**src/rtl/btn_pkg.sv**
```systemverilog
package btn_pkg;

    localparam int ENTRIES_DEF    = 4;
    localparam int KEY_BITS_DEF   = 32;
    localparam int VALUE_BITS_DEF = 32;

    localparam int OP_W     = 3;
    localparam int STATUS_W = 2;

    typedef logic [OP_W-1:0]     op_t;
    typedef logic [STATUS_W-1:0] status_t;

    localparam op_t OP_INSERT = 3'd0;
    localparam op_t OP_SPLIT  = 3'd1;
    localparam op_t OP_FIND   = 3'd2;
    localparam op_t OP_POS    = 3'd3;
    localparam op_t OP_CLEAR  = 3'd4;

    localparam status_t ST_OK      = 2'd0;
    localparam status_t ST_MISS    = 2'd1;
    localparam status_t ST_REFUSED = 2'd2;

endpackage

```
**src/rtl/btn_if.sv**
```systemverilog
interface btn_req_if #(
    parameter int KEY_BITS   = btn_pkg::KEY_BITS_DEF,
    parameter int VALUE_BITS = btn_pkg::VALUE_BITS_DEF
);
    import btn_pkg::*;

    logic                  valid;
    logic                  ready;
    op_t                   op;
    logic [KEY_BITS-1:0]   key_in;
    logic [VALUE_BITS-1:0] value_in;

    modport source (output valid, output op, output key_in, output value_in, input ready);
    modport sink   (input valid, input op, input key_in, input value_in, output ready);
endinterface

interface btn_rsp_if #(
    parameter int ENTRIES    = btn_pkg::ENTRIES_DEF,
    parameter int KEY_BITS   = btn_pkg::KEY_BITS_DEF,
    parameter int VALUE_BITS = btn_pkg::VALUE_BITS_DEF
);
    import btn_pkg::*;

    localparam int CNT_W = $clog2(ENTRIES + 1);

    logic                  valid;
    logic                  ready;
    status_t               status;
    logic [CNT_W-1:0]      count_or_index;
    logic [KEY_BITS-1:0]   key_out;
    logic [VALUE_BITS-1:0] value_out;
    logic                  is_median;
    logic                  last;

    modport source (output valid, output status, output count_or_index, output key_out,
                    output value_out, output is_median, output last, input ready);
    modport sink   (input valid, input status, input count_or_index, input key_out,
                    input value_out, input is_median, input last, output ready);
endinterface

```
**src/rtl/btn_store.sv**
```systemverilog
module btn_store #(
    parameter int ENTRIES    = btn_pkg::ENTRIES_DEF,
    parameter int KEY_BITS   = btn_pkg::KEY_BITS_DEF,
    parameter int VALUE_BITS = btn_pkg::VALUE_BITS_DEF,
    parameter int IDX_W      = $clog2(ENTRIES)
) (
    input  logic                  clk,
    input  logic                  wr_en,
    input  logic [IDX_W-1:0]      wr_idx,
    input  logic [KEY_BITS-1:0]   wr_key,
    input  logic [VALUE_BITS-1:0] wr_value,
    input  logic [IDX_W-1:0]      rd_idx,
    output logic [KEY_BITS-1:0]   rd_key,
    output logic [VALUE_BITS-1:0] rd_value
);
    import btn_pkg::*;

    logic [KEY_BITS-1:0]   key_mem   [ENTRIES];
    logic [VALUE_BITS-1:0] value_mem [ENTRIES];

    always_ff @(posedge clk)
    begin
        if (wr_en)
        begin
            key_mem[wr_idx]   <= wr_key;
            value_mem[wr_idx] <= wr_value;
        end
    end

    assign rd_key   = key_mem[rd_idx];
    assign rd_value = value_mem[rd_idx];

endmodule

```
**src/rtl/btree_node_sorted_store_top.sv**
```systemverilog
// channel | dir | fields                                        | handshake
// req     | in  | op, key_in, value_in                          | valid/ready
// rsp     | out | status, count_or_index, key_out, value_out,   | valid/ready
//         |     | is_median, last                               |
// One shared key comparator scans the node one entry per cycle; one store write
// port moves one entry per cycle. Insert: scan, shift, then the result; find and
// position: scan, then the result; split: scan, ENTRIES-ENTRIES/2+1 results, then
// up to ENTRIES/2 moves. rst_n clears the node count and the sequencer.
// A request is taken while an earlier result still waits in the output register.
module btree_node_sorted_store_top #(
    parameter int ENTRIES    = btn_pkg::ENTRIES_DEF,
    parameter int KEY_BITS   = btn_pkg::KEY_BITS_DEF,
    parameter int VALUE_BITS = btn_pkg::VALUE_BITS_DEF
) (
    input logic    clk,
    input logic    rst_n,
    btn_req_if.sink   req,
    btn_rsp_if.source rsp
);
    import btn_pkg::*;

    localparam int CNT_W = $clog2(ENTRIES + 1);
    localparam int IDX_W = $clog2(ENTRIES);
    localparam logic [CNT_W-1:0] ENT_C = CNT_W'(ENTRIES);
    localparam logic [CNT_W-1:0] MID_C = CNT_W'(ENTRIES / 2);

    typedef enum logic [2:0] {S_IDLE, S_SCAN, S_SHIFT, S_EMIT, S_RESP} state_t;

    state_t                state_reg,  state_next;
    op_t                   op_reg,     op_next;
    logic [KEY_BITS-1:0]   key_reg,    key_next;
    logic [VALUE_BITS-1:0] val_reg,    val_next;
    logic [CNT_W-1:0]      count_reg,  count_next;
    logic [CNT_W-1:0]      idx_reg,    idx_next;
    logic [CNT_W-1:0]      pos_reg,    pos_next;
    logic [IDX_W-1:0]      shf_reg,    shf_next;
    status_t               st_reg,     st_next;
    logic [CNT_W-1:0]      ci_reg,     ci_next;
    logic [VALUE_BITS-1:0] fv_reg,     fv_next;
    logic                  ov_reg,     ov_next;
    status_t               ostat_reg,  ostat_next;
    logic [CNT_W-1:0]      oci_reg,    oci_next;
    logic [KEY_BITS-1:0]   okey_reg,   okey_next;
    logic [VALUE_BITS-1:0] oval_reg,   oval_next;
    logic                  omed_reg,   omed_next;
    logic                  olast_reg,  olast_next;

    logic                  wr_en;
    logic [IDX_W-1:0]      wr_idx;
    logic [KEY_BITS-1:0]   wr_key;
    logic [VALUE_BITS-1:0] wr_value;
    logic [IDX_W-1:0]      rd_idx;
    logic [KEY_BITS-1:0]   rd_key;
    logic [VALUE_BITS-1:0] rd_value;

    logic slot_free;
    logic key_gt;
    logic key_eq;
    logic scan_end;

    btn_store #(
        .ENTRIES    (ENTRIES),
        .KEY_BITS   (KEY_BITS),
        .VALUE_BITS (VALUE_BITS),
        .IDX_W      (IDX_W)
    ) u_store (
        .clk      (clk),
        .wr_en    (wr_en),
        .wr_idx   (wr_idx),
        .wr_key   (wr_key),
        .wr_value (wr_value),
        .rd_idx   (rd_idx),
        .rd_key   (rd_key),
        .rd_value (rd_value)
    );

    assign slot_free = !ov_reg || rsp.ready;
    assign key_gt    = rd_key > key_reg;
    assign key_eq    = rd_key == key_reg;
    assign scan_end  = idx_reg == count_reg;

    assign req.ready          = state_reg == S_IDLE;
    assign rsp.valid          = ov_reg;
    assign rsp.status         = ostat_reg;
    assign rsp.count_or_index = oci_reg;
    assign rsp.key_out        = okey_reg;
    assign rsp.value_out      = oval_reg;
    assign rsp.is_median      = omed_reg;
    assign rsp.last           = olast_reg;

    always_comb
    begin
        case (state_reg)
            S_SHIFT: rd_idx = shf_reg - IDX_W'(1);
            S_EMIT:  rd_idx = (idx_reg > pos_reg) ? IDX_W'(idx_reg - CNT_W'(1))
                                                  : IDX_W'(idx_reg);
            default: rd_idx = IDX_W'(idx_reg);
        endcase
    end

    always_comb
    begin
        state_next = state_reg;
        op_next    = op_reg;
        key_next   = key_reg;
        val_next   = val_reg;
        count_next = count_reg;
        idx_next   = idx_reg;
        pos_next   = pos_reg;
        shf_next   = shf_reg;
        st_next    = st_reg;
        ci_next    = ci_reg;
        fv_next    = fv_reg;
        ov_next    = ov_reg && !rsp.ready;
        ostat_next = ostat_reg;
        oci_next   = oci_reg;
        okey_next  = okey_reg;
        oval_next  = oval_reg;
        omed_next  = omed_reg;
        olast_next = olast_reg;
        wr_en      = 1'b0;
        wr_idx     = shf_reg;
        wr_key     = rd_key;
        wr_value   = rd_value;

        case (state_reg)
            S_IDLE:
            begin
                if (req.valid)
                begin
                    op_next  = req.op;
                    key_next = req.key_in;
                    val_next = req.value_in;
                    idx_next = '0;
                    st_next  = ST_OK;
                    ci_next  = count_reg;
                    fv_next  = '0;
                    case (req.op)
                        OP_INSERT:
                        begin
                            if (count_reg == ENT_C)
                            begin
                                st_next    = ST_MISS;
                                state_next = S_RESP;
                            end
                            else
                            begin
                                state_next = S_SCAN;
                            end
                        end
                        OP_SPLIT:
                        begin
                            if (count_reg != ENT_C)
                            begin
                                st_next    = ST_REFUSED;
                                state_next = S_RESP;
                            end
                            else
                            begin
                                state_next = S_SCAN;
                            end
                        end
                        OP_FIND, OP_POS:
                        begin
                            state_next = S_SCAN;
                        end
                        OP_CLEAR:
                        begin
                            count_next = '0;
                            ci_next    = '0;
                            state_next = S_RESP;
                        end
                        default:
                        begin
                            state_next = S_RESP;
                        end
                    endcase
                end
            end

            S_SCAN:
            begin
                if (op_reg == OP_FIND)
                begin
                    if (scan_end)
                    begin
                        st_next    = ST_MISS;
                        state_next = S_RESP;
                    end
                    else if (key_eq)
                    begin
                        fv_next    = rd_value;
                        state_next = S_RESP;
                    end
                    else
                    begin
                        idx_next = idx_reg + CNT_W'(1);
                    end
                end
                else if (scan_end || key_gt)
                begin
                    pos_next = idx_reg;
                    case (op_reg)
                        OP_INSERT:
                        begin
                            shf_next   = IDX_W'(count_reg);
                            state_next = S_SHIFT;
                        end
                        OP_SPLIT:
                        begin
                            idx_next   = MID_C;
                            state_next = S_EMIT;
                        end
                        default:
                        begin
                            ci_next    = idx_reg;
                            state_next = S_RESP;
                        end
                    endcase
                end
                else
                begin
                    idx_next = idx_reg + CNT_W'(1);
                end
            end

            S_SHIFT:
            begin
                wr_en = 1'b1;
                if (CNT_W'(shf_reg) > pos_reg)
                begin
                    shf_next = shf_reg - IDX_W'(1);
                end
                else
                begin
                    wr_idx   = IDX_W'(pos_reg);
                    wr_key   = key_reg;
                    wr_value = val_reg;
                    if (op_reg == OP_INSERT)
                    begin
                        count_next = count_reg + CNT_W'(1);
                        ci_next    = count_reg + CNT_W'(1);
                        state_next = S_RESP;
                    end
                    else
                    begin
                        count_next = MID_C;
                        state_next = S_IDLE;
                    end
                end
            end

            S_EMIT:
            begin
                if (slot_free)
                begin
                    ov_next    = 1'b1;
                    ostat_next = ST_OK;
                    oci_next   = MID_C;
                    okey_next  = (idx_reg == pos_reg) ? key_reg : rd_key;
                    oval_next  = (idx_reg == pos_reg) ? val_reg : rd_value;
                    omed_next  = idx_reg == MID_C;
                    olast_next = idx_reg == ENT_C;
                    if (idx_reg == ENT_C)
                    begin
                        if (pos_reg < MID_C)
                        begin
                            shf_next   = IDX_W'(MID_C - CNT_W'(1));
                            state_next = S_SHIFT;
                        end
                        else
                        begin
                            count_next = MID_C;
                            state_next = S_IDLE;
                        end
                    end
                    else
                    begin
                        idx_next = idx_reg + CNT_W'(1);
                    end
                end
            end

            S_RESP:
            begin
                if (slot_free)
                begin
                    ov_next    = 1'b1;
                    ostat_next = st_reg;
                    oci_next   = ci_reg;
                    okey_next  = '0;
                    oval_next  = fv_reg;
                    omed_next  = 1'b0;
                    olast_next = 1'b1;
                    state_next = S_IDLE;
                end
            end

            default:
            begin
                state_next = S_IDLE;
            end
        endcase
    end

    always_ff @(posedge clk or negedge rst_n)
    begin
        if (!rst_n)
        begin
            state_reg <= S_IDLE;
            op_reg    <= OP_INSERT;
            key_reg   <= '0;
            val_reg   <= '0;
            count_reg <= '0;
            idx_reg   <= '0;
            pos_reg   <= '0;
            shf_reg   <= '0;
            st_reg    <= ST_OK;
            ci_reg    <= '0;
            fv_reg    <= '0;
            ov_reg    <= 1'b0;
            ostat_reg <= ST_OK;
            oci_reg   <= '0;
            okey_reg  <= '0;
            oval_reg  <= '0;
            omed_reg  <= 1'b0;
            olast_reg <= 1'b0;
        end
        else
        begin
            state_reg <= state_next;
            op_reg    <= op_next;
            key_reg   <= key_next;
            val_reg   <= val_next;
            count_reg <= count_next;
            idx_reg   <= idx_next;
            pos_reg   <= pos_next;
            shf_reg   <= shf_next;
            st_reg    <= st_next;
            ci_reg    <= ci_next;
            fv_reg    <= fv_next;
            ov_reg    <= ov_next;
            ostat_reg <= ostat_next;
            oci_reg   <= oci_next;
            okey_reg  <= okey_next;
            oval_reg  <= oval_next;
            omed_reg  <= omed_next;
            olast_reg <= olast_next;
        end
    end

endmodule
```
**src/flat_wrapper.sv**
```systemverilog
// flat-port wrapper written by rule: the top's interface ports become plain ports
module btree_node_sorted_store_top_flat import btn_pkg::*;
#(
    parameter int ENTRIES    = btn_pkg::ENTRIES_DEF,
    parameter int KEY_BITS   = btn_pkg::KEY_BITS_DEF,
    parameter int VALUE_BITS = btn_pkg::VALUE_BITS_DEF
)
  (clk, rst_n, req_valid, req_op, req_key_in, req_value_in, req_ready, rsp_valid, rsp_status, rsp_count_or_index, rsp_key_out, rsp_value_out, rsp_is_median, rsp_last, rsp_ready);
  btn_req_if #(.KEY_BITS(KEY_BITS), .VALUE_BITS(VALUE_BITS)) req_i ();
  btn_rsp_if #(.ENTRIES(ENTRIES), .KEY_BITS(KEY_BITS), .VALUE_BITS(VALUE_BITS)) rsp_i ();
  input logic clk;
  input logic rst_n;
  input wire logic [$bits(req_i.valid)-1:0] req_valid;
  input wire logic [$bits(req_i.op)-1:0] req_op;
  input wire logic [$bits(req_i.key_in)-1:0] req_key_in;
  input wire logic [$bits(req_i.value_in)-1:0] req_value_in;
  output wire logic [$bits(req_i.ready)-1:0] req_ready;
  output wire logic [$bits(rsp_i.valid)-1:0] rsp_valid;
  output wire logic [$bits(rsp_i.status)-1:0] rsp_status;
  output wire logic [$bits(rsp_i.count_or_index)-1:0] rsp_count_or_index;
  output wire logic [$bits(rsp_i.key_out)-1:0] rsp_key_out;
  output wire logic [$bits(rsp_i.value_out)-1:0] rsp_value_out;
  output wire logic [$bits(rsp_i.is_median)-1:0] rsp_is_median;
  output wire logic [$bits(rsp_i.last)-1:0] rsp_last;
  input wire logic [$bits(rsp_i.ready)-1:0] rsp_ready;
  assign req_i.valid = req_valid;
  assign req_i.op = req_op;
  assign req_i.key_in = req_key_in;
  assign req_i.value_in = req_value_in;
  assign req_ready = req_i.ready;
  assign rsp_valid = rsp_i.valid;
  assign rsp_status = rsp_i.status;
  assign rsp_count_or_index = rsp_i.count_or_index;
  assign rsp_key_out = rsp_i.key_out;
  assign rsp_value_out = rsp_i.value_out;
  assign rsp_is_median = rsp_i.is_median;
  assign rsp_last = rsp_i.last;
  assign rsp_i.ready = rsp_ready;
  btree_node_sorted_store_top #(.ENTRIES(ENTRIES), .KEY_BITS(KEY_BITS), .VALUE_BITS(VALUE_BITS)) u_core (.clk(clk), .rst_n(rst_n), .req(req_i), .rsp(rsp_i));
endmodule
```
**config.mk**
```make
export PLATFORM = sky130hd
export DESIGN_NAME = btree_node_sorted_store_top_flat
export DESIGN_NICKNAME = d
export VERILOG_FILES = /design/src/rtl/btn_pkg.sv /design/src/rtl/btn_if.sv /design/src/rtl/btn_store.sv /design/src/rtl/btree_node_sorted_store_top.sv /design/src/flat_wrapper.sv
export SDC_FILE = /design/constraint.sdc
export NUM_CORES = 1
export LEC_CHECK = 0
export BUFFER_PORTS_ARGS = -buffer_cell sky130_fd_sc_hd__buf_2
export CAP_MARGIN = 15
export CORE_MARGIN = 5
export CORE_UTILIZATION = 45
export DETAILED_ROUTE_END_ITERATION = 6
export PLACE_DENSITY_LB_ADDON = 0.05
export SYNTH_ARGS = -nofsm -noshare
export SYNTH_HDL_FRONTEND = slang
export SYNTH_SLANG_ARGS = --single-unit
```
**constraint.sdc**
```tcl
create_clock -name clk -period 7.3 [get_ports clk]
set_clock_uncertainty 0.05 [all_clocks]
set_input_delay 0.365 -clock clk [delete_from_list [all_inputs] [get_ports clk]]
set_output_delay 0.365 -clock clk [all_outputs]
set_load 0.01 [all_outputs]
```
==> results of run 1 <==
==> stage by stage <==
step | setup slack (ns) | power [mW] | instance area, um2 | cells | util
final | 1.34 | 9.65 | 23500 | 2323 | 0.533
after floorplan | 2.12 | 6.21 | 19900 | 1500 | -
after CTS | 1.34 | 9.73 | 23400 | 2322 | 0.533
after detailed placement | 1.37 | 7.27 | 21200 | 2167 | 0.482
after global placement | 1.57 | 7.21 | 21200 | 2167 | 0.482
after global routing | 0.935 | 10.3 | 23500 | 2323 | 0.533
==> critical path: cells and delay by family, from the launching register on <==
kind                     cells  cell delay (ns)
multiplexers                 2             0.40
adder cells (fa/ha/maj)      2             0.68
flip-flops                   1             0.56
AO/OA/AOI/OAI                4             0.79
AND/OR/NAND/NOR              6             1.78
buffers and inverters        4             1.45
==> power breakdown <==
part / total, mW / switching [mW] / internal, mW
Clock: 2.41 / 0.968 / 1.44
Sequential: 3.73 / 0.369 / 3.36
Combinational: 3.52 / 2.06 / 1.46
Total: 9.65 / 3.40 / 6.26
==> worst paths after layout <==
path | startpoint | to | slack, ns | depth (start not counted)
max | u_core.idx_reg[0]$_DFFE_PN0P_ | u_core.fv_reg[2]$_DFFE_PN0P_ | 1.34 | 18
min | req_key_in[31] | u_core.key_reg[31]$_DFFE_PN0P_ | 0.04 | 2
max reg2reg | u_core.idx_reg[0]$_DFFE_PN0P_ | u_core.fv_reg[2]$_DFFE_PN0P_ | 1.34 | 18
min reg2reg | u_core.rsp.count_or_index[1]$_DFFE_PN0P_ | u_core.rsp.count_or_index[1]$_DFFE_PN0P_ | 0.44 | 1
max in group asynchronous | rst_n | u_core.rsp.value_out[19]$_DFFE_PN0P_ | 5.49 | 3
min in group asynchronous | rst_n | u_core.rsp.count_or_index[0]$_DFFE_PN0P_ | 0.36 | 2
==> placed cells by master (no fill, tap or decap), drive strengths merged, types with 4 or more instances in the layout <==
| master | n |
|---|---|
| a211o | 34 |
| a21o | 5 |
| a21oi | 58 |
| a22o | 4 |
| a31o | 31 |
| buf | 164 |
| clkbuf | 76 |
| clkinv | 13 |
| dfrtp | 190 |
| dlygate4sd3 | 64 |
| edfxtp | 256 |
| ha | 42 |
| inv | 45 |
| mux2 | 132 |
| mux2i | 161 |
| nand2 | 101 |
| nand2b | 6 |
| nand3 | 48 |
| nand4 | 5 |
| nor2 | 60 |
| nor2b | 7 |
| nor3 | 11 |
| o21a | 4 |
| o21ai | 117 |
| o22ai | 34 |
| or3 | 8 |
==> cell families after synthesis <==
| group | after synthesis | share of synthesized area |
|---|---|---|
| AOI/OAI and AO/OA | 317 | 0.102 |
| DFF | 446 | 0.624 |
| adders and majority gates | 42 | 0.0264 |
| muxes | 293 | 0.155 |
| buffers and inverters | 134 | 0.0303 |
| and+or+nand+nor | 263 | 0.0596 |
| xor gates and xnor gates | 5 | 0.00220 |
==> routing by layer <==
layer,GRT usage,vias up
met5,0,-
met4,0.0545,0
met3,0.0323,66
met2,0.331,288
met1,0.289,6501
li1,-,6022
==> timing repair <==
action / CTS / global route
buffers inserted: 0 / 0
hold endpoints to repair: 141 / 0
hold buffers: 64 / 0
==> layout make-up <==
| class | instances | area, um2 |
|---|---|---|
| fillers | 3811 | 20600 |
| flip-flops and latches | 446 | 12400 |
| multi-input cells | 920 | 6990 |
| repair buffers | 229 | 1540 |
| clock buffers | 75 | 1420 |
| well taps | 592 | 741 |
| inverters | 45 | 169 |
| clock inverters | 16 | 156 |
==> flow_summary.json, run 1 <==
{
  "status": "completed",
  "area_growth_pct": 17.6,
  "grt-ovfl-total": 0,
  "syn_nets": 1613,
  "ys.flop_type": "edfxtp_1",
  "rsz0062_at_grt": "false",
  "ys_top_cells_by_count": "edfxtp_1, dfrtp_1, mux2i_1, mux2_2, nand2_1",
  "syn_area_um2": 19900,
  "synth-seq-cells": 446,
  "start_util": 0.453,
  "synthTopCellsByArea": "edfxtp_1, dfrtp_1, mux2i_1",
  "nets": 1804,
  "start_kind": "register",
  "fmax_mhz": 168,
  "hp-class": "input pin to register",
  "async_flop_share": 0.426,
  "avgSynthCellArea_um2": 13.3,
  "tns_ns": 0,
  "crit_chain": "inv_1, ha_1, nand3_1, buf_4, o2111a_1, o21ai_1, o21ai_4, buf_12, mux2i_1, mux2i_1, ha_1, nand4_1, nor4_1, nand4_1, or2_2, buf_4, nand3_1, o21ai_1",
  "core-area_um2": 44000,
  "netlist.area_leader.share": 0.386,
  "grt_use_total": 0.204,
  "post_cts_resized": 0,
  "cts_tree": "built",
  "route.met3.wl_um": 2280,
  "power_density_nw_per_um2": 412,
  "grt_pass1_wl_um": 76900,
  "grt_pass1_vias": 13100,
  "critical-path-slowest-cell": "nor4_1",
  "cts.sinks": 446,
  "synthCells": 1500,
  "die_area_um2": 48600,
  "cts_root_buffer": "clkbuf_16",
  "hold-worst-slack_ns": 0.0418,
  "num_antenna_cells": 0,
  "drtAntennaViolNets": 0,
  "rows": 77,
  "critPathMaxFanout": 65,
  "tightest_slew_ns": 1.17,
  "p_leak_nw": 9.73,
  "clk_pin_slew_worst_paths_ns": 0.06,
  "place.gp.congestion": 0.900,
  "peakVddDrop_v": 0.000238,
  "wl_um": 49200,
  "first_iter_violations": 854,
  "tritoncts.num_buffers": 49,
  "final_max_slew_viol_count": 0,
  "crit_type": "register to register",
  "drt-met1-wl_um": 22900,
  "detail_route.first_pass.iterations": 5,
  "synth.most_common_cell": "edfxtp_1",
  "period_share": 0.817,
  "synth_seq_area_share": 0.624,
  "required_ns": 7.67,
  "timing.slew.headroom": 0.221,
  "max_stage_delay_ns": 0.76,
  "hpwl_um": 29000,
  "synth-warning-count": 0,
  "vias": 12900,
  "wl_met2_um": 23100,
  "end_kind": "register",
  "drive_gt1_frac": 0.210,
  "period_needed_ns": 5.96,
  "setup-violations-final": 0,
  "grt_max_degree": 81,
  "cts-htree-levels": 2,
  "finalHoldViolCount": 0,
  "post_drt_wl_per_cell_um": 21.2,
  "cp_data_arrival_time_ns": 6.33,
  "top_regs": "u_core.u_store.key_mem: 128 flops, u_core.u_store.value_mem: 128 flops",
  "drc": 0,
  "dr.max_layer_used": "met4",
  "synth.distinct_cells": 66,
  "chipHeight_um": 220,
  "dieWidth_um": 220,
  "port_buffers": 143,
  "clock_latency_ns": 0.58,
  "io-pin-count": 144,
  "antenna_found_initial": 0,
  "maxCapViolCount": 0,
  "viasPerCell": 5.54,
  "synth_edf_count": 256,
  "yosysTopAreaCell": "edfxtp_1",
  "clock_path_buffers": 3
}
No activity file was read; power rests on OpenSTA's default activity.
==> run 2: changes to the inputs <==
--- a/config.mk
+++ b/config.mk
@@ -5,6 +5,7 @@
 export SDC_FILE = /design/constraint.sdc
 export NUM_CORES = 1
 export LEC_CHECK = 0
+export ABC_AREA = 1
 export BUFFER_PORTS_ARGS = -buffer_cell sky130_fd_sc_hd__buf_2
 export CAP_MARGIN = 15
 export CORE_MARGIN = 5
==> constraint.sdc (replaced) <==
create_clock -name clk -period 5.4 [get_ports clk]
set_clock_uncertainty 0.05 [all_clocks]
set_input_delay 0.27 -clock clk [delete_from_list [all_inputs] [get_ports clk]]
set_output_delay 0.27 -clock clk [all_outputs]
set_load 0.01 [all_outputs]
==> run 2 against run 1 <==
  * Utilization fell by 0.12 points
  * Combinational power rose by 110%
  * Cell count increased by 36%
  * Global-route usage up 1.4 points
  * Via count rose by 26%
  * Critical path type unchanged
==> flow_summary.json, run 2 <==
{
  "period_share": 0.888,
  "end_kind": "register",
  "maxCapViolCount": 0,
  "p_leak_nw": 11.7,
  "place.gp.congestion": 0.893,
  "grt_use_total": 0.218,
  "synth.most_common_cell": "nand2_1",
  "netlist.area_leader.share": 0.363,
  "die_area_um2": 51500,
  "tritoncts.num_buffers": 50,
  "final_max_slew_viol_count": 0,
  "synth-warning-count": 0,
  "grt_max_degree": 128,
  "dieWidth_um": 227,
  "path_buf_inv": 5,
  "antenna_found_initial": 0,
  "critPathMaxFanout": 30,
  "hpwl_um": 33200,
  "drc": 0,
  "io-pin-count": 144,
  "dp_cells": 2989,
  "avgSynthCellArea_um2": 9.10,
  "grt_pass1_wl_um": 89400,
  "fin_util": 0.531,
  "synth.distinct_cells": 46,
  "post_drt_wl_per_cell_um": 17.9,
  "rsz0062_at_grt": "false",
  "drive_gt1_frac": 0.112,
  "power_density_nw_per_um2": 656,
  "tightest_slew_ns": 0.961,
  "num_antenna_cells": 0,
  "cts-htree-levels": 2,
  "synthTopCellsByArea": "edfxtp_1, dfrtp_1, nand2_1",
  "status": "completed",
  "synth_edf_count": 256,
  "vias": 16200,
  "ys_top_cells_by_count": "nand2_1, inv_1, edfxtp_1, nand3_1, dfrtp_1",
  "wl_um": 56400,
  "nets": 2616,
  "cts.sinks": 446,
  "period_needed_ns": 4.79,
  "timing.slew.headroom": 0.359,
  "hp-class": "input pin to async pin",
  "yosysTopAreaCell": "edfxtp_1",
  "cts_root_buffer": "clkbuf_16",
  "grt-ovfl-total": 0,
  "peakVddDrop_v": 0.000435,
  "fmax_mhz": 209,
  "clk_pin_slew_worst_paths_ns": 0.06,
  "finalHoldViolCount": 0,
  "async_flop_share": 0.426,
  "mostFrequentLayoutCells": "nand2_1, inv_1, edfxtp_1",
  "critical-path-slowest-cell": "dfrtp_1",
  "viasPerCell": 5.15,
  "holdBufCountCts": 69,
  "start_util": 0.455,
  "syn_nets": 2441,
  "crit_type": "register to register",
  "syn_area_um2": 21200,
  "fin_cells": 3151,
  "first_iter_violations": 1067,
  "cp_common_cell": "nand2_1",
  "grt_pass1_vias": 16100,
  "tns_ns": 0,
  "post_cts_resized": 0,
  "setup-violations-final": 0,
  "crit_chain": "inv_1, ha_1, nand3_2, nand2_1, inv_1, nand2_1, nand3_2, nand2_4, inv_2, buf_4, nand2_1, nand3_1, nand2_1, ha_1, nand2_1, nor2_1, nand4_1, nor2_1, nand3_1, or2_1, nor2_4, buf_4, nand2_1, nand2_1",
  "drtAntennaViolNets": 0,
  "port_buffers": 143,
  "top_regs": "u_core.u_store.key_mem: 128 flops, u_core.u_store.value_mem: 128 flops",
  "mostFrequentLayoutCell": "nand2_1",
  "area_growth_pct": 16.8,
  "chipHeight_um": 227,
  "cp_data_arrival_time_ns": 5.27,
  "core-area_um2": 46600,
  "cts_setup_buffers": 0,
  "rows": 79,
  "detail_route.first_pass.iterations": 5,
  "start_kind": "register",
  "synthCells": 2328,
  "max_stage_delay_ns": 0.43,
  "required_ns": 5.87,
  "path_delay_family": "simple AND/OR/NAND/NOR gates",
  "cts_tree": "built",
  "ys.flop_type": "edfxtp_1",
  "clock_path_buffers": 3,
  "synth-seq-cells": 446,
  "synth_seq_area_share": 0.587,
  "clock_latency_ns": 0.59
}
run 2: changes by cell type in the layout (fill, tap and decap cells not counted), moves of 61 or more:
| cell | before | now |
|---|---|---|
| inv_1 | 44 | 307 |
| nand3b_1 | 3 | 66 |
| nand3_1 | 48 | 201 |
| nand2_1 | 99 | 633 |
| mux2i_1 | 161 | 0 |
| mux2_2 | 111 | 0 |
| nor2_1 | 55 | 116 |
| a21oi_1 | 54 | 129 |
run 2: through the flow:
step	cell area [um2]	hold WS, ns	power [mW]	worst slack (ns)
3_3_place_gp	22500	0.249	12.9	0.801
2_1_floorplan	21200	-0.0756	10.6	0.322
3_5_place_dp	22500	0.251	13.0	0.722
6_report	24700	0.191	16.2	0.607
4_1_cts	24700	0.191	16.4	0.683
5_1_grt	24700	0.242	17.6	0.313
run 2: per-layer routing:
| metal | vias to the layer above | track usage | wire length, um |
|---|---|---|---|
| met5 | - | 0 | 0 |
| met4 | 0 | 0.0488 | 1080 |
| met3 | 78 | 0.0316 | 2790 |
| met2 | 357 | 0.355 | 26000 |
| met1 | 7811 | 0.316 | 26400 |
| li1 | 7970 | - | - |
run 2: logic make-up (layout without fill, tap and decap cells):
group / count (synthesis) / count (layout) / share of synthesized area
and+or+nand+nor: 1053 / 1053 / 0.215
DFF: 446 / 446 / 0.587
buffers and inverters: 439 / 655 / 0.0828
AOI/OAI and AO/OA: 344 / 344 / 0.0880
adders and majority gates: 42 / 42 / 0.0248
xor gates and xnor gates: 4 / 4 / 0.00165
run 2: final timing paths:
check                                                        start                            endpoint  slack (ns)  depth (start not counted)
max in group asynchronous                                    rst_n      u_core.val_reg[20]$_DFFE_PN0P_        4.00                          3
worst min-delay path                                         rst_n  u_core.rsp.key_out[29]$_DFFE_PN0P_        0.19                          2
worst min register to register  u_core.rsp.key_out[25]$_DFFE_PN0P_  u_core.rsp.key_out[25]$_DFFE_PN0P_        0.42                          2
min in group clk                                         req_valid        u_core.st_reg[0]$_DFFE_PN0P_        0.37                          7
worst max register to register       u_core.idx_reg[0]$_DFFE_PN0P_        u_core.fv_reg[9]$_DFFE_PN0P_        0.61                         24
worst max-delay path                 u_core.idx_reg[0]$_DFFE_PN0P_        u_core.fv_reg[9]$_DFFE_PN0P_        0.61                         24
run 2: power breakdown:
group	switching, mW	total, mW	internal, mW	leakage, nW
combinational	5.32	7.53	2.21	6.20
sequential	0.407	5.41	5.00	4.72
clock	1.37	3.30	1.93	0.784
total	7.11	16.2	9.13	11.7
run 2: layout make-up:
cell class	instances	area, um2
Clock buffer	70	1420
Clock inverter	23	169
Fill cell	4263	21800
Inverter	319	1200
Multi-Input combinational cell	1443	7060
Sequential cell	446	12400
Tap cell	607	759
Timing Repair Buffer	243	1700
run 2: worst reg2reg max path, cell delays in order (launching register included):
cell and delay [ns]:
dfrtp_1 0.43, inv_1 0.28, ha_1 0.31, nand3_2 0.07, nand2_1 0.07, inv_1 0.07, nand2_1 0.08, nand3_2 0.10
nand2_4 0.08, inv_2 0.30, buf_4 0.36, nand2_1 0.09, nand3_1 0.07, nand2_1 0.12, ha_1 0.34, nand2_1 0.09
nor2_1 0.20, nand4_1 0.21, nor2_1 0.17, nand3_1 0.22, or2_1 0.33, nor2_4 0.08, buf_4 0.42, nand2_1 0.13
nand2_1 0.07
==> run 3: changes to the inputs <==
--- a/config.mk
+++ b/config.mk
@@ -11,7 +11,7 @@
 export CORE_MARGIN = 5
 export CORE_UTILIZATION = 45
 export DETAILED_ROUTE_END_ITERATION = 6
-export PLACE_DENSITY_LB_ADDON = 0.05
+export PLACE_DENSITY = 0.62
 export SYNTH_ARGS = -nofsm -noshare
 export SYNTH_HDL_FRONTEND = slang
 export SYNTH_SLANG_ARGS = --single-unit
==> run 3 against run 2 <==
  * Combinational power about the same
  * Critical endpoint is now u_core.fv_reg[8]$_DFFE_PN0P_
  * Utilization increased by 0.19 points
  * Design area increased by 0.36%
  * Critical path type unchanged
  * Register-to-register slack got worse by 0.05 ns
==> flow_summary.json, run 3 (synthesized netlist as in run 2, its figures left out) <==
{
  "setup-violations-final": 0,
  "critical-path-slowest-cell": "buf_4",
  "final_max_slew_viol_count": 0,
  "num_antenna_cells": 0,
  "start_util": 0.455,
  "grt_max_degree": 142,
  "dieWidth_um": 227,
  "port_buffers": 143,
  "crit_type": "register to register",
  "chipHeight_um": 227,
  "place.gp.congestion": 0.843,
  "fmax_mhz": 206,
  "cts.sinks": 446,
  "cp_common_cell": "nand2_1",
  "period_share": 0.897,
  "cts_tree": "built",
  "pre_cts_slack_ns": 0.571,
  "post_drt_wl_per_cell_um": 17.6,
  "antenna_found_initial": 0,
  "timing.slew.headroom": 0.242,
  "tns_ns": 0,
  "maxCapViolCount": 0,
  "drive_gt1_frac": 0.113,
  "mostFrequentLayoutCells": "nand2_1, inv_1, edfxtp_1",
  "drc": 0,
  "finalHoldViolCount": 0,
  "clk_pin_slew_worst_paths_ns": 0.07,
  "drtAntennaViolNets": 0,
  "die_area_um2": 51500,
  "crit_chain": "inv_1, ha_1, nand3_2, nand2_1, inv_1, nand2_1, nand3_1, nand2_2, inv_2, buf_4, o211ai_1, and2_1, ha_1, nand4_1, nor2_1, nand3_1, or2_1, nor2_4, buf_4, nand2_1, nand2_1",
  "nets": 2614,
  "clock_latency_ns": 0.59,
  "cts-htree-levels": 2,
  "grtUsageMet1": 0.300,
  "status": "completed",
  "post_cts_resized": 0,
  "end_kind": "register",
  "max_stage_delay_ns": 0.53,
  "power_density_nw_per_um2": 658,
  "grt_pass1_vias": 16100,
  "grt_busiest_layer": "met2",
  "gr-usage-met3": 0.0340,
  "p_leak_nw": 11.8,
  "power_mw": 16.3,
  "area_growth_pct": 17.2,
  "rows": 79,
  "vias": 16300,
  "cts_root_buffer": "clkbuf_16",
  "hp-class": "input pin to register",
  "core-area_um2": 46600,
  "cp_data_arrival_time_ns": 5.31,
  "tightest_slew_ns": 1.14,
  "wl_um": 55500,
  "required_ns": 5.87,
  "peakVddDrop_v": 0.000470,
  "use_met2": 0.352,
  "tritoncts.num_buffers": 48,
  "first_iter_violations": 1318,
  "dp_cells": 2990,
  "period_needed_ns": 4.85,
  "critPathMaxFanout": 35,
  "hpwl_um": 32700,
  "start_kind": "register",
  "grt-ovfl-total": 0,
  "io-pin-count": 144,
  "grt_pass1_wl_um": 87700,
  "clock_path_buffers": 3,
  "top_regs": "u_core.u_store.key_mem: 128 flops, u_core.u_store.value_mem: 128 flops",
  "mostFrequentLayoutCell": "nand2_1",
  "fin_cells": 3148,
  "fillers": 4160,
  "detail_route.first_pass.iterations": 5,
  "fin_ws_ns": 0.555,
  "rsz0062_at_grt": "false",
  "grt_use_total": 0.215,
  "viasPerCell": 5.18
}
## run 3: changes by cell type in the layout (fill, tap and decap cells not counted), sizes merged
cell / change
dlygate4sd3: -1
clkbuf: -3
buf: +1
inv: +3
bufinv: +3
clkinv: -6
## run 3: final timing paths
check | depth (start not counted) | slack, ns | from | endpoint
min in group asynchronous | 2 | 0.15 | rst_n | u_core.key_reg[26]$_DFFE_PN0P_
min | 4 | 0.04 | rsp_ready | u_core.state_reg[2]$_DFFE_PN0P_
max | 21 | 0.55 | u_core.idx_reg[0]$_DFFE_PN0P_ | u_core.fv_reg[8]$_DFFE_PN0P_
max in group asynchronous | 3 | 3.97 | rst_n | u_core.ci_reg[1]$_DFFE_PN0P_
min reg2reg | 2 | 0.42 | u_core.rsp.key_out[16]$_DFFE_PN0P_ | u_core.rsp.key_out[16]$_DFFE_PN0P_
max reg2reg | 21 | 0.55 | u_core.idx_reg[0]$_DFFE_PN0P_ | u_core.fv_reg[8]$_DFFE_PN0P_
## run 3: power breakdown
group / leakage, nW / switching, mW / internal (mW) / total [mW]
Sequential: 4.72 / 0.395 / 5.00 / 5.39
Combinational: 6.21 / 5.29 / 2.22 / 7.51
Clock: 0.817 / 1.38 / 2.05 / 3.43
## run 3: through the flow
| step | cell area, um2 | hold slack [ns] | util |
|---|---|---|---|
| finish | 24800 | 0.0410 | 0.533 |
| detailed placement | 22500 | 0.200 | 0.483 |
| global placement | 22500 | 0.195 | 0.483 |
| floorplan | 21200 | -0.0756 | - |
| CTS | 24800 | 0.0102 | 0.533 |
| global route | 24800 | 0.0531 | 0.533 |
## run 3: repair_timing
item / in CTS / in global routing
hold buffers: 68 / 0
endpoints found under the setup margin: 0 / 0
setup buffers: 0 / 0
endpoints found under the hold margin: 117 / 0
## run 3: routing by layer
| metal | share of wire | up-vias | wire, um |
|---|---|---|---|
| met4 | 0.025 | 0 | 1400 |
| met1 | 0.45 | 7817 | 24800 |
| met3 | 0.061 | 80 | 3390 |
| met5 | 0 | - | 0 |
| met2 | 0.47 | 454 | 25900 |
| li1 | - | 7969 | - |
## run 3: area by class of cell
class	instances	area, um2	area share
sequential	446	12400	0.501
multi-input combinational	1443	7060	0.284
timing repair buffer	243	1710	0.0688
clock buffer	67	1390	0.0558
inverter	319	1200	0.0482
tap	607	759	0.0306
clock inverter	23	282	0.0113
## run 3: worst max-delay path, delay by kind of cell (launching register included)
kind | cells | cell delay (ns)
AND/OR/NAND/NOR | 13 | 1.96
AO/OA/AOI/OAI | 1 | 0.22
adder cells (fa/ha/maj) | 2 | 0.57
buffers and inverters | 5 | 1.48
flip-flops | 1 | 0.44
